`src/hw/rtl/tpaf_pkg.sv`:
```
package tpaf_pkg;

	localparam int NUM_CHANNELS = 5;
	localparam int CH_W         = 3;
	localparam int DATA_W       = 16;
	localparam int OUT_W        = 5;
	localparam int CFG_IDX_W    = 2;

	localparam logic [1:0] CMD_TICK       = 2'd0;
	localparam logic [1:0] CMD_ZERO_CROSS = 2'd1;
	localparam logic [1:0] CMD_SET_DELAY  = 2'd2;
	localparam logic [1:0] CMD_SET_RUN    = 2'd3;

	localparam logic [CFG_IDX_W-1:0] REG_LOW_LIMIT   = 2'd0;
	localparam logic [CFG_IDX_W-1:0] REG_HIGH_LIMIT  = 2'd1;
	localparam logic [CFG_IDX_W-1:0] REG_PULSE_WIDTH = 2'd2;

	localparam logic [DATA_W-1:0] LOW_LIMIT_RST   = 16'd100;
	localparam logic [DATA_W-1:0] HIGH_LIMIT_RST  = 16'd10000;
	localparam logic [DATA_W-1:0] PULSE_WIDTH_RST = 16'd100;
	localparam logic [DATA_W-1:0] COUNT_MAX       = {DATA_W{1'b1}};

	typedef struct packed {
		logic tick;
		logic zero_cross;
		logic set_delay;
		logic set_run;
	} lane_ctl_t;

	typedef struct packed {
		logic [OUT_W-1:0] gate_bits;
		logic [OUT_W-1:0] fired_bits;
	} result_t;

endpackage

```
`src/hw/rtl/tpaf_lane.sv`:
```
module tpaf_lane (
	input  logic                          clk,
	input  logic                          arst_n,
	input  logic                          en,
	input  tpaf_pkg::lane_ctl_t           ctl,
	input  logic                          addressed,
	input  logic [tpaf_pkg::DATA_W-1:0]   delay_in,
	input  logic                          run_in,
	input  logic [tpaf_pkg::DATA_W-1:0]   high_limit,
	input  logic [tpaf_pkg::DATA_W-1:0]   pulse_width,
	output logic                          gate,
	output logic                          fired
);

	logic                        run_q, run_n;
	logic                        armed_q, armed_n;
	logic [tpaf_pkg::DATA_W-1:0] delay_q, delay_n;
	logic [tpaf_pkg::DATA_W-1:0] dcount_q, dcount_n;
	logic [tpaf_pkg::DATA_W-1:0] pcount_q, pcount_n;
	logic [tpaf_pkg::DATA_W-1:0] dcount_inc;
	logic [tpaf_pkg::DATA_W-1:0] pcount_dec;

	assign dcount_inc = (dcount_q != tpaf_pkg::COUNT_MAX) ? dcount_q + 1'b1 : dcount_q;
	assign pcount_dec = (pcount_q != '0) ? pcount_q - 1'b1 : pcount_q;

	always_comb begin
		run_n    = run_q;
		armed_n  = armed_q;
		delay_n  = delay_q;
		dcount_n = dcount_q;
		pcount_n = pcount_q;
		fired    = 1'b0;
		if (ctl.tick) begin
			pcount_n = pcount_dec;
			if (armed_q) begin
				dcount_n = dcount_inc;
				if (dcount_inc >= delay_q) begin
					armed_n  = 1'b0;
					pcount_n = pulse_width;
					fired    = 1'b1;
				end
			end
		end
		if (ctl.zero_cross) begin
			pcount_n = '0;
			if (run_q && (delay_q < high_limit)) begin
				armed_n  = 1'b1;
				dcount_n = '0;
			end
		end
		if (ctl.set_delay && addressed) begin
			delay_n = delay_in;
		end
		if (ctl.set_run && addressed) begin
			run_n    = run_in;
			pcount_n = '0;
		end
	end

	assign gate = (pcount_n != '0);

	always_ff @(posedge clk or negedge arst_n) begin
		if (!arst_n) begin
			run_q    <= 1'b0;
			armed_q  <= 1'b0;
			delay_q  <= '0;
			dcount_q <= '0;
			pcount_q <= '0;
		end else if (en) begin
			run_q    <= run_n;
			armed_q  <= armed_n;
			delay_q  <= delay_n;
			dcount_q <= dcount_n;
			pcount_q <= pcount_n;
		end
	end

endmodule

```
`src/hw/rtl/tpaf_result_reg.sv`:
```
module tpaf_result_reg (
	input  logic                 clk,
	input  logic                 arst_n,
	input  logic                 load,
	input  tpaf_pkg::result_t    result_in,
	output logic                 free,
	output logic                 res_valid,
	input  logic                 res_ready,
	output tpaf_pkg::result_t    result_out
);

	logic              valid_q;
	tpaf_pkg::result_t result_q;

	assign free       = !valid_q || res_ready;
	assign res_valid  = valid_q;
	assign result_out = result_q;

	always_ff @(posedge clk or negedge arst_n) begin
		if (!arst_n) begin
			valid_q <= 1'b0;
		end else if (free) begin
			valid_q <= load;
		end
	end

	always_ff @(posedge clk) begin
		if (free && load) begin
			result_q <= result_in;
		end
	end

endmodule

```
`src/hw/rtl/triac_phase_angle_firing.sv`:
```
// Channel   Signals                                    Direction
// request   req_valid, req_ready, cmd, channel,        in
//           value, ac_level
// result    res_valid, res_ready, gate_bits,           out
//           fired_bits
// config    cfg_we, cfg_index, cfg_data                in
//
// Each request passes from acceptance to its result through the input register,
// then through the channel update into the result register.
// One request is accepted every cycle while results are taken.
// A stalled result holds the result register, and the input register then fills.
// Reset is asynchronous and puts every channel at rest with the default limits.
module triac_phase_angle_firing (
	input  logic                              clk,
	input  logic                              arst_n,
	input  logic                              req_valid,
	output logic                              req_ready,
	input  logic [1:0]                        cmd,
	input  logic [tpaf_pkg::CH_W-1:0]         channel,
	input  logic [tpaf_pkg::DATA_W-1:0]       value,
	input  logic                              ac_level,
	output logic                              res_valid,
	input  logic                              res_ready,
	output logic [tpaf_pkg::OUT_W-1:0]        gate_bits,
	output logic [tpaf_pkg::OUT_W-1:0]        fired_bits,
	input  logic                              cfg_we,
	input  logic [tpaf_pkg::CFG_IDX_W-1:0]    cfg_index,
	input  logic [tpaf_pkg::DATA_W-1:0]       cfg_data
);

	logic [tpaf_pkg::DATA_W-1:0] low_limit_q, high_limit_q, pulse_width_q;

	logic                        valid_s1;
	logic [1:0]                  cmd_s1;
	logic [tpaf_pkg::CH_W-1:0]   channel_s1;
	logic [tpaf_pkg::DATA_W-1:0] value_s1;
	logic                        ac_level_s1;

	logic                        free;
	logic                        advance;
	tpaf_pkg::lane_ctl_t         ctl;
	logic [tpaf_pkg::DATA_W-1:0] delay_clamped;
	logic [tpaf_pkg::DATA_W-1:0] delay_hi;
	logic                        ch_ok;
	logic [tpaf_pkg::NUM_CHANNELS-1:0] gate_n, fired_n;
	tpaf_pkg::result_t           result_n, result_q;

	always_ff @(posedge clk or negedge arst_n) begin
		if (!arst_n) begin
			low_limit_q   <= tpaf_pkg::LOW_LIMIT_RST;
			high_limit_q  <= tpaf_pkg::HIGH_LIMIT_RST;
			pulse_width_q <= tpaf_pkg::PULSE_WIDTH_RST;
		end else if (cfg_we) begin
			case (cfg_index)
				tpaf_pkg::REG_LOW_LIMIT:   low_limit_q   <= cfg_data;
				tpaf_pkg::REG_HIGH_LIMIT:  high_limit_q  <= cfg_data;
				tpaf_pkg::REG_PULSE_WIDTH: pulse_width_q <= cfg_data;
				default: ;
			endcase
		end
	end

	assign advance   = valid_s1 && free;
	assign req_ready = !valid_s1 || free;

	always_ff @(posedge clk or negedge arst_n) begin
		if (!arst_n) begin
			valid_s1 <= 1'b0;
		end else if (req_ready) begin
			valid_s1 <= req_valid;
		end
	end

	always_ff @(posedge clk) begin
		if (req_ready && req_valid) begin
			cmd_s1      <= cmd;
			channel_s1  <= channel;
			value_s1    <= value;
			ac_level_s1 <= ac_level;
		end
	end

	assign ch_ok = (int'(channel_s1) < tpaf_pkg::NUM_CHANNELS);

	always_comb begin
		ctl = '0;
		case (cmd_s1)
			tpaf_pkg::CMD_TICK:       ctl.tick       = 1'b1;
			tpaf_pkg::CMD_ZERO_CROSS: ctl.zero_cross = !ac_level_s1;
			tpaf_pkg::CMD_SET_DELAY:  ctl.set_delay  = ch_ok;
			tpaf_pkg::CMD_SET_RUN:    ctl.set_run    = ch_ok;
			default: ;
		endcase
	end

	assign delay_hi      = (value_s1 > high_limit_q) ? high_limit_q : value_s1;
	assign delay_clamped = (delay_hi < low_limit_q) ? low_limit_q : delay_hi;

	for (genvar i = 0; i < tpaf_pkg::NUM_CHANNELS; i++) begin : g_lane
		tpaf_lane u_lane (
			.clk         (clk),
			.arst_n      (arst_n),
			.en          (advance),
			.ctl         (ctl),
			.addressed   (int'(channel_s1) == i),
			.delay_in    (delay_clamped),
			.run_in      (value_s1[0]),
			.high_limit  (high_limit_q),
			.pulse_width (pulse_width_q),
			.gate        (gate_n[i]),
			.fired       (fired_n[i])
		);
	end

	always_comb begin
		result_n = '0;
		for (int i = 0; i < tpaf_pkg::OUT_W; i++) begin
			if (i < tpaf_pkg::NUM_CHANNELS) begin
				result_n.gate_bits[i]  = gate_n[i];
				result_n.fired_bits[i] = fired_n[i];
			end
		end
	end

	tpaf_result_reg u_result (
		.clk        (clk),
		.arst_n     (arst_n),
		.load       (valid_s1),
		.result_in  (result_n),
		.free       (free),
		.res_valid  (res_valid),
		.res_ready  (res_ready),
		.result_out (result_q)
	);

	assign gate_bits  = result_q.gate_bits;
	assign fired_bits = result_q.fired_bits;

`ifndef NO_ASSERTIONS
	a_idle_ready: assert property (@(posedge clk) disable iff (!arst_n)
		!valid_s1 |-> req_ready)
		else $error("input register empty but request not ready");

	a_fired_only_on_tick: assert property (@(posedge clk) disable iff (!arst_n)
		advance && (cmd_s1 != tpaf_pkg::CMD_TICK) |=> (fired_bits == '0))
		else $error("fired bits set on a request that is not a tick");

	a_zero_cross_gates_low: assert property (@(posedge clk) disable iff (!arst_n)
		advance && (cmd_s1 == tpaf_pkg::CMD_ZERO_CROSS) && !ac_level_s1
		|=> (gate_bits == '0))
		else $error("gate left high after a zero-cross");

	a_fired_drives_gate: assert property (@(posedge clk) disable iff (!arst_n)
		res_valid && (pulse_width_q != '0) |-> ((fired_bits & ~gate_bits) == '0))
		else $error("channel fired without raising its gate");
`endif

endmodule
```
`config.mk`:
```
export PLATFORM = sky130hd
export DESIGN_NAME = triac_phase_angle_firing
export DESIGN_NICKNAME = d
export VERILOG_FILES = /design/src/hw/rtl/tpaf_pkg.sv /design/src/hw/rtl/tpaf_lane.sv /design/src/hw/rtl/tpaf_result_reg.sv /design/src/hw/rtl/triac_phase_angle_firing.sv
export SDC_FILE = /design/constraint.sdc
export NUM_CORES = 1
export LEC_CHECK = 0
export ABC_AREA = 1
export BUFFER_PORTS_ARGS = -buffer_cell sky130_fd_sc_hd__buf_4
export CORE_UTILIZATION = 30
export CTS_CLUSTER_SIZE = 12
export DETAILED_ROUTE_END_ITERATION = 10
export HOLD_SLACK_MARGIN = 0.03
export SETUP_SLACK_MARGIN = 0.05
export SLEW_MARGIN = 20
export SYNTH_ARGS = -nofsm -noshare
export SYNTH_HDL_FRONTEND = slang
export SYNTH_SLANG_ARGS = --single-unit
```
`constraint.sdc`:
```
create_clock -name clk -period 4.2 [get_ports clk]
set_clock_uncertainty 0.1 [all_clocks]
set_input_delay 0.42 -clock clk [delete_from_list [all_inputs] [get_ports clk]]
set_output_delay 0.42 -clock clk [all_outputs]
set_load 0.02 [all_outputs]
```
==> key figures <==
Outcome
  • Status: completed

Cells and area
  • Area Growth Syn to Fin: 17.3%
  • Layout cells sized above 1: 0.111
  • Fin cells: 4450
  • Post-route cell area: 28100 um2
  • Nets@finish: 3615
  • N_diodes: 0

Yosys
  • Asr flop ratio synth: 0.904
  • Flops & latches, synth: 332
  • Synth unique cells: 50
  • EDFF count, synth: 32
  • Ys Warns: 0
  • Mean Syn Cell Area: 7.35 um2
  • Mapped cell area: 23900 um2
  • Post-Synthesis Net Count: 3503
  • Sequential area share after synthesis: 0.354
  • Top FF cell, synth: dfrtp_1
  • Mapped Cells: 3257

Min path
  • Worst Hold Depth: 3
  • Hold Crit Start: cfg_data[14]
  • Worst hold path class: in2reg
  • Endpoint, Worst Hold: low_limit_q[14]

STA
  • Crit share post-route: 0.947
  • Final Max Tran Viols: 0
  • Slew margin rel.: 0.294
  • Hold WS: 0.0615 ns
  • Total negative slack: 0 ns
  • FMAX: 251 MHz
  • Post-layout minimum cycle time: 3.98 ns
  • Final Hold Fails: 0
  • Worst-Margin Slew: 1.06 ns
  • Unrepaired setup endpoints after global routing: true
  • Setup violators final: 0

Floorplan
  • Row count: 103
  • Starting density of the core: 0.303
  • Die width: 284 um
  • # IOs: 57
  • Core Area: 79000 um2
  • Die height: 284 um
  • Die area: 80900 um2

Worst setup path
  • Crit-path max FO: 7
  • Worst R2R Path Depth: 27
  • Startpoint types: flip-flop
  • Critical Path Sink Type: flip-flop
  • Req. time, crit path: 4.42 ns
  • R2R Path End: u_result.result_out[9]
  • FF-to-FF setup slack: 0.22 ns
  • Arr. time, crit path: 4.20 ns
  • Kind of critical path: reg2reg
  • RR Startpoint: g_lane[4].u_lane.dcount_q[1]

Power
  • PD cells: 681 nW/um2
  • Peak VDD IR: 323 uV
  • LEAKAGE: 0.0134 uW

Clock tree
  • Clock Tree Buf Depth: 3
  • Clock Sinks: 332
  • TritonCTS Buffers: 40
  • Clk Latency, worst-skew pair: 0.58 ns
  • Max H-tree Level: 2
  • TritonCTS clock tree: built
  • Clock root cell: clkbuf_16
  • Clk pin slew, worst setup/hold paths: 0.06 ns

Routing
  • Final ANT Viol Nets: 0
  • Average routed wire per standard cell: 17.4 um
  • DRT Wirelength: 77.6 mm
  • DR pass1 iterations: 8
  • Iter 0 DRT Violations: 2162
  • Total number of vias: 22720
  • Drc violations: 0
  • Via density: 5.11

Place
  • DP Area: 25900 um2
  • Dpl cells: 4325
  • DPL Wire Length: 55.2 mm
  • Port Buffer Count: 56
  • Placer Congestion: 0.942

Global route
  • Initial antenna violation count: 0
  • Vias in the first global route: 21020
  • First-pass GRT wire length: 121 mm
  • Total track usage: 0.188
  • Total global routing overflow: 0
  • Pin count of the biggest net entering global routing: 167

Job
  • Max capacitance violation total: 0
## logic make-up after synthesis
| group | after synthesis | synth area share |
|---|---|---|
| buffers and inverters | 532 | 0.0856 |
| adder cells (fa/ha/maj) | 201 | 0.105 |
| AND/OR/NAND/NOR | 1395 | 0.253 |
| AO/OA/AOI/OAI | 706 | 0.168 |
| flip-flops | 332 | 0.354 |
| XOR/XNOR | 91 | 0.0333 |
## critical path: stages, from the launching register on
cell and delay [ns]:
dfrtp_1 0.39, ha_4 0.18, nand3_4 0.09, nor2_4 0.13
nand2_2 0.09, nor2_4 0.13, nand2_2 0.08, nor2_4 0.14
nor2_4 0.05, nand2_4 0.08, nor3_4 0.04, nand2_1 0.08
xor2_1 0.17, inv_2 0.08, ha_4 0.27, nand2_1 0.06
nor3_2 0.20, nand3_1 0.12, nand3_2 0.13, nand2_4 0.09
buf_12 0.15, clkbuf_16 0.16, a21oi_2 0.11, o21ai_1 0.08
nand2_1 0.11, nand4_1 0.15, nor2_2 0.17, nand2_1 0.09
## area by class of cell
type,instances,area (um2)
multi-input cells,2394,13800
clock buffers,53,1120
clock inverters,20,215
fillers,8301,50900
inverters,418,1580
repair buffers,183,1570
well taps,1050,1310
flip-flops and latches,332,8480
## where the power goes
| group | switching [uW] | internal (uW) | leakage, uW |
|---|---|---|---|
| Clock | 1510 | 2130 | 0.000647 |
| Sequential | 1230 | 4320 | 0.00416 |
| Combinational | 6180 | 3760 | 0.00856 |
| Total | 8910 | 10200 | 0.0134 |
## worst max-delay path by stage
stage | startpoint | end
4_1_cts | g_lane[2].u_lane.dcount_q[0] | u_result.result_out[7]
3_3_place_gp | g_lane[4].u_lane.dcount_q[0] | u_result.result_out[9]
6_report | g_lane[4].u_lane.dcount_q[1] | u_result.result_out[9]
5_1_grt | g_lane[4].u_lane.dcount_q[0] | u_result.result_out[9]
3_5_place_dp | g_lane[4].u_lane.dcount_q[0] | u_result.result_out[9]
2_1_floorplan | high_limit_q[9] | g_lane[1].u_lane.delay_q[10]
## cells in the final DEF, fill, tap and decap left out, types with 9 or more instances in the layout
cell type / netlist / routed
nand4_1: 47 / 47
a21oi_1: 174 / 167
nand2_4: 12 / 18
o21ai_0: 358 / 346
buf_4: 0 / 146
inv_2: 7 / 10
o211ai_1: 57 / 57
nor2_2: 13 / 18
a211oi_1: 10 / 10
dfrtp_1: 289 / 289
ha_1: 201 / 199
dfstp_2: 11 / 11
nor4_1: 16 / 16
o2111ai_1: 43 / 43
nand2_2: 7 / 9
o21a_1: 18 / 18
inv_1: 410 / 405
nor3_2: 6 / 17
o22ai_1: 16 / 16
nor2_1: 195 / 186
o21ai_1: 4 / 14
nand3_2: 4 / 20
or2_2: 20 / 20
dlygate4sd3_1: 0 / 24
edfxtp_1: 32 / 32
nor3_1: 76 / 62
nand2_1: 769 / 762
nand3_1: 223 / 203
xor2_1: 76 / 73
xnor2_1: 15 / 15
clkbuf_16: 0 / 43
## routing by layer
| metal | GRT usage | wire (um) | vias up |
|---|---|---|---|
| met5 | 0 | 0 | - |
| met4 | 0.0567 | 2060 | 0 |
| met3 | 0.0278 | 4940 | 126 |
| met2 | 0.300 | 34900 | 706 |
| met1 | 0.263 | 35700 | 10716 |
| li1 | - | - | 11172 |
## through the flow
step           power [uW]  utilization  worst slack (ns)
2_1_floorplan       11900            -             0.385
3_3_place_gp        14600        0.327            -0.137
3_5_place_dp        14700        0.327            -0.150
4_1_cts             18500        0.348            0.0615
5_1_grt             20800        0.356           -0.0213
6_report            19100        0.356             0.223
## flip-flops by register name (all words and copies together) (netlist names)
name	count
ac_level_s1	1
channel_s1	3
cmd_s1	2
g_lane.u_lane.armed_q	5
g_lane.u_lane.dcount_q	80
g_lane.u_lane.delay_q	80
g_lane.u_lane.pcount_q	80
g_lane.u_lane.run_q	5
high_limit_q	16
low_limit_q	16
pulse_width_q	16
u_result.res_valid	1
u_result.result_out	10
valid_s1	1
value_s1	16
## repair_timing
action,in CTS,in global routing
endpoints found under the setup margin,1,110
resized for setup,7,92
hold endpoints to repair,103,0
hold buffers,24,0
buffers inserted,0,25
cloned,0,3
pin swaps,0,31
## cell usage after synthesis (all sizes together) (43+ instances only)
| master | instances | share of area |
|---|---|---|
| nand2 | 788 | 0.13 |
| inv | 417 | 0.065 |
| o21ai | 362 | 0.076 |
| dfrtp | 289 | 0.30 |
| nand3 | 227 | 0.048 |
| nor2 | 209 | 0.034 |
| ha | 201 | 0.11 |
| a21oi | 174 | 0.036 |
| clkbuf | 83 | 0.013 |
| nor3 | 82 | 0.018 |
| xor2 | 76 | 0.028 |
| o211ai | 58 | 0.018 |
| nand4 | 48 | 0.013 |
| o2111ai | 43 | 0.016 |
(Power assumes the default switching activity.)
